==> src/rtl/rbpc_pkg.sv <==
package rbpc_pkg;

	localparam int NCNT  = 11;
	localparam int CNT_W = 32;

	localparam logic [3:0] OP_FRAME_START = 4'd0;
	localparam logic [3:0] OP_PASS_START  = 4'd1;
	localparam logic [3:0] OP_PASS_END    = 4'd2;
	localparam logic [3:0] OP_FRAME_END   = 4'd3;
	localparam logic [3:0] OP_SHADER      = 4'd4;
	localparam logic [3:0] OP_MATERIAL    = 4'd5;
	localparam logic [3:0] OP_DRAW        = 4'd6;
	localparam logic [3:0] OP_INSTANCED   = 4'd7;
	localparam logic [3:0] OP_TEXTURE     = 4'd8;
	localparam logic [3:0] OP_PLAIN_DRAW  = 4'd9;
	localparam logic [3:0] OP_READ        = 4'd10;

	localparam int C_DRAW      = 0;
	localparam int C_INST_DRAW = 1;
	localparam int C_INSTANCES = 2;
	localparam int C_SHD_REQ   = 3;
	localparam int C_SHD_CHG   = 4;
	localparam int C_MAT_REQ   = 5;
	localparam int C_MAT_CHG   = 6;
	localparam int C_MESH_REQ  = 7;
	localparam int C_MESH_CHG  = 8;
	localparam int C_TEX_REQ   = 9;
	localparam int C_TEX_CHG   = 10;

	typedef logic [NCNT-1:0] cmask_t;
	typedef logic [CNT_W-1:0] cnt_t;

	typedef enum logic [2:0] {
		S_IDLE,
		S_TEX,
		S_BUMP_RD,
		S_BUMP_WR,
		S_SWEEP,
		S_READ,
		S_RESP
	} state_t;

	function automatic logic [3:0] first_set(cmask_t m);
		logic [3:0] r;
		r = '0;
		for (int i = NCNT - 1; i >= 0; i--) begin
			if (m[i]) begin
				r = 4'(i);
			end
		end
		return r;
	endfunction

endpackage

==> src/rtl/rbpc_alu.sv <==
module rbpc_alu (
	input  rbpc_pkg::cnt_t a,
	input  rbpc_pkg::cnt_t b,
	output rbpc_pkg::cnt_t sum,
	output logic           same
);

	logic [rbpc_pkg::CNT_W:0] wide;

	assign wide = {1'b0, a} + {1'b0, b};
	assign sum  = wide[rbpc_pkg::CNT_W] ? '1 : wide[rbpc_pkg::CNT_W-1:0];
	assign same = (a == b);

endmodule

==> config.mk <==
export PLATFORM = sky130hd
export DESIGN_NAME = rbpc_alu
export DESIGN_NICKNAME = d
export VERILOG_FILES = /design/src/rtl/rbpc_pkg.sv /design/src/rtl/rbpc_alu.sv
export SDC_FILE = /design/constraint.sdc
export NUM_CORES = 1
export LEC_CHECK = 0
export BUFFER_PORTS_ARGS = -buffer_cell sky130_fd_sc_hd__buf_2
export CORE_ASPECT_RATIO = 0.7
export CORE_MARGIN = 2
export CORE_UTILIZATION = 49
export DETAILED_ROUTE_END_ITERATION = 10
export PLACE_DENSITY = 0.84
export SYNTH_ARGS = -nofsm -noshare
export SYNTH_HDL_FRONTEND = slang
export SYNTH_SLANG_ARGS = --single-unit
==> constraint.sdc <==
create_clock -name vclk -period 3.4
set_input_delay 0.51 -clock vclk [all_inputs]
set_output_delay 0.51 -clock vclk [all_outputs]
set_load 0.01 [all_outputs]
==> run metrics <==
GRT Resource Usage Total=about 27%; vias per inst=6.04; minimum clock period=~3.4 ns; Synth Instances=284; max-slew violations=0; register area=0 um^2; Post-DRT Antenna Nets=0; Post-route DRC=0; fmax=293 MHz; initial drt markers=roughly 180; routed via count=~2800; routed length per instance=15.9 um; area of the core=3900 um^2; layout cells sized above 1=45.3%; run status=finished, violations left; syn_nets=381; path type of the worst min-delay path=input pin to output pin; register area share after synthesis=0%; # fillers=303; Critical Path Start=b[4]; PnR worst setup slack=-0.00820 ns; DRT Pass-1 Iters=5; crit start category=input pin; Synth Area in Compound Gates=38.9%; Worst EP required=2.89 ns; initial antenna violation count=0; global route total overflow=0; maximum resistive drop on vdd=approximately 0.14 mV; die area=4570 um^2; HPWL after detailed placement=5470 um; xor-xnor portion of the synthesized cell area=approximately 8.4%; FFs & Latches=0; Final Core Density=78.7%; Antenna Cells=0; Post-Synth Adder-Cell Area=21.2%; synthesis warning total=0; Die Wd=between 70 and 80 um; vias in the first global route=2422; failing checks=setup timing; syn avg cell area=6.97 um^2; worst-path fanout max=5; worst-margin pin slew=about 0.45 ns; pre-CTS WS=-0.109 ns; IO buf count=just under 100; die height=about 57 um; setup violators final=1; Synth Cell Area=1980 um^2; maximum number of pins on one net before global-route repair=11; max_cap viols=0; share of synthesized cell area in and, or, nand and nor gates=around a quarter; final wirelength=7430 um; area grow syn2layout=54.9%; WP data arrival=between 2 and 3 ns; Overall Power=between 700 and 800 uW; Initial Utilization=about half; CLK BUF=0; Nets=514; mux share of post-synthesis cell area=less than 1%; critical path type=input pin to output pin; main combinational cell family by area after synthesis=compound AO/OA/AOI/OAI gates; Final Hold Viols=0; I/O pin cnt=97; crit share post-route=100%; LEAKAGE=roughly 1.4 nW; Final Wtd Congestion=0.938; first-pass GRT wire length=between 10000 and 15000 um; crit end category=output pin; Slew HR=69.7%; Distinct cells, synth=51; FP Rows=19; Pwr per Cell Area=231 nW/um^2; HP Start=a[0]
==> Yosys cell counts (2+ instances only) <==
cell       count  share of area, %
nor3_1        10               2.5
a2111oi_2      2               1.5
buf_2          3              0.76
o21a_1         8               3.0
o21bai_1       3               1.1
xnor2_1        9               4.0
o21ai_1        3              0.76
nor2_1        16               3.0
a31oi_1        4               1.3
nand2b_1       2              0.63
a221o_1        2               1.0
o211ai_1       4               1.5
o21ai_0       14               3.5
o21bai_2       2               1.1
ha_1          32                20
nor4_1         9               2.8
and3_1         6               1.9
nand4_1        3              0.95
or2_2          3              0.95
xor2_1        10               4.4
a2111oi_0      2              0.89
a21oi_2        3               1.3
nor2b_1        3              0.95
nor3b_1        2              0.76
and4_1         2              0.89
inv_1         12               2.3
clkbuf_1       6               1.1
nand3_1       10               2.5
or3_1          3              0.95
a211oi_1       8               3.0
a21o_1        13               4.9
a21oi_1       29               7.3
nand2_1       26               4.9
buf_4          2              0.76
a21boi_0       2              0.76
==> path summary, 6_finish.rpt <==
check / cells after the start / slack, ns / endpoint
hold / removal: 4 / 1.46 / sum[0]
setup / recovery: 12 / -0.008 / sum[31]
==> cells by family (layout without fill, tap and decap cells) <==
kind of cell | after synthesis | in the layout
AO/OA/AOI/OAI | 108 | 108
XOR/XNOR | 19 | 19
adder cells (fa/ha/maj) | 33 | 33
buffers and inverters | 24 | 155
multiplexers | 1 | 1
AND/OR/NAND/NOR | 99 | 99
==> metrics by stage <==
step	setup TNS, ns	instance area (um^2)	hold WS, ns	cells
floorplan	0	1980	1.27	284
global placement	-0.0515	2770	1.48	460
detailed placement	-0.495	2770	1.49	460
CTS	-0.00218	2810	1.50	462
global route	-0.381	3070	1.46	467
finish	-0.00820	3070	1.46	467
==> layout by cell type, fill, tap and decap left out, drive strengths merged, types with 2 or more instances in the layout <==
cell type and count:
buf 143, a21oi 32, ha 32, nand2 26, o21ai 18, nor2 17
a21o 13, inv 12, xor2 10, nor3 10, nand3 10, a211oi 10
nor4 9, xnor2 9, o21a 8, and3 6, o21bai 5, o211ai 4
a31oi 4, nand4 4, a2111oi 4, or2 3, nor2b 3, or3 3
a221o 2, nor3b 2, nand2b 2, and4 2, a21boi 2
==> repair_timing <==
action                     CTS  global route
pin swaps                    3            25
buffers inserted             2             6
hold buffers                 0             0
gates resized for setup      5            36
setup endpoints to repair   16            31
==> layer usage <==
| layer | vias up | global-route usage (%) | routed length [um] |
|---|---|---|---|
| met2 | 139 | 46.5 | 3440 |
| met1 | 1325 | 40.5 | 3410 |
| li1 | 1345 | - | - |
| met3 | 10 | 1.11 | 498 |
| met5 | - | 0 | 0 |
| met4 | 0 | 2.18 | 78 |
==> report_power, final <==
part / leakage, nW / switching (mW) / internal, mW
registers: 0 / 0 / 0
clock network: 0 / 0 / 0
logic: 1.45 / 0.375 / 0.333
==> worst max-delay path, cell delays in order <==
cell	delay, ns
buf_2	0.12
ha_4	0.29
and2_1	0.18
and4_4	0.26
a211oi_4	0.08
a311o_2	0.38
o31ai_4	0.31
buf_4	0.17
o211ai_1	0.11
xnor2_1	0.25
nand2_1	0.09
buf_2	0.14
==> layout make-up <==
cell class / count / area, um^2 / area share (%)
Multi-Input combinational cell: 260 / 2110 / 68.9
Tap cell: 52 / 65.1 / 2.12
Timing Repair Buffer: 143 / 843 / 27.5
Inverter: 12 / 45.0 / 1.47
Power figures use the tool's default switching activity.
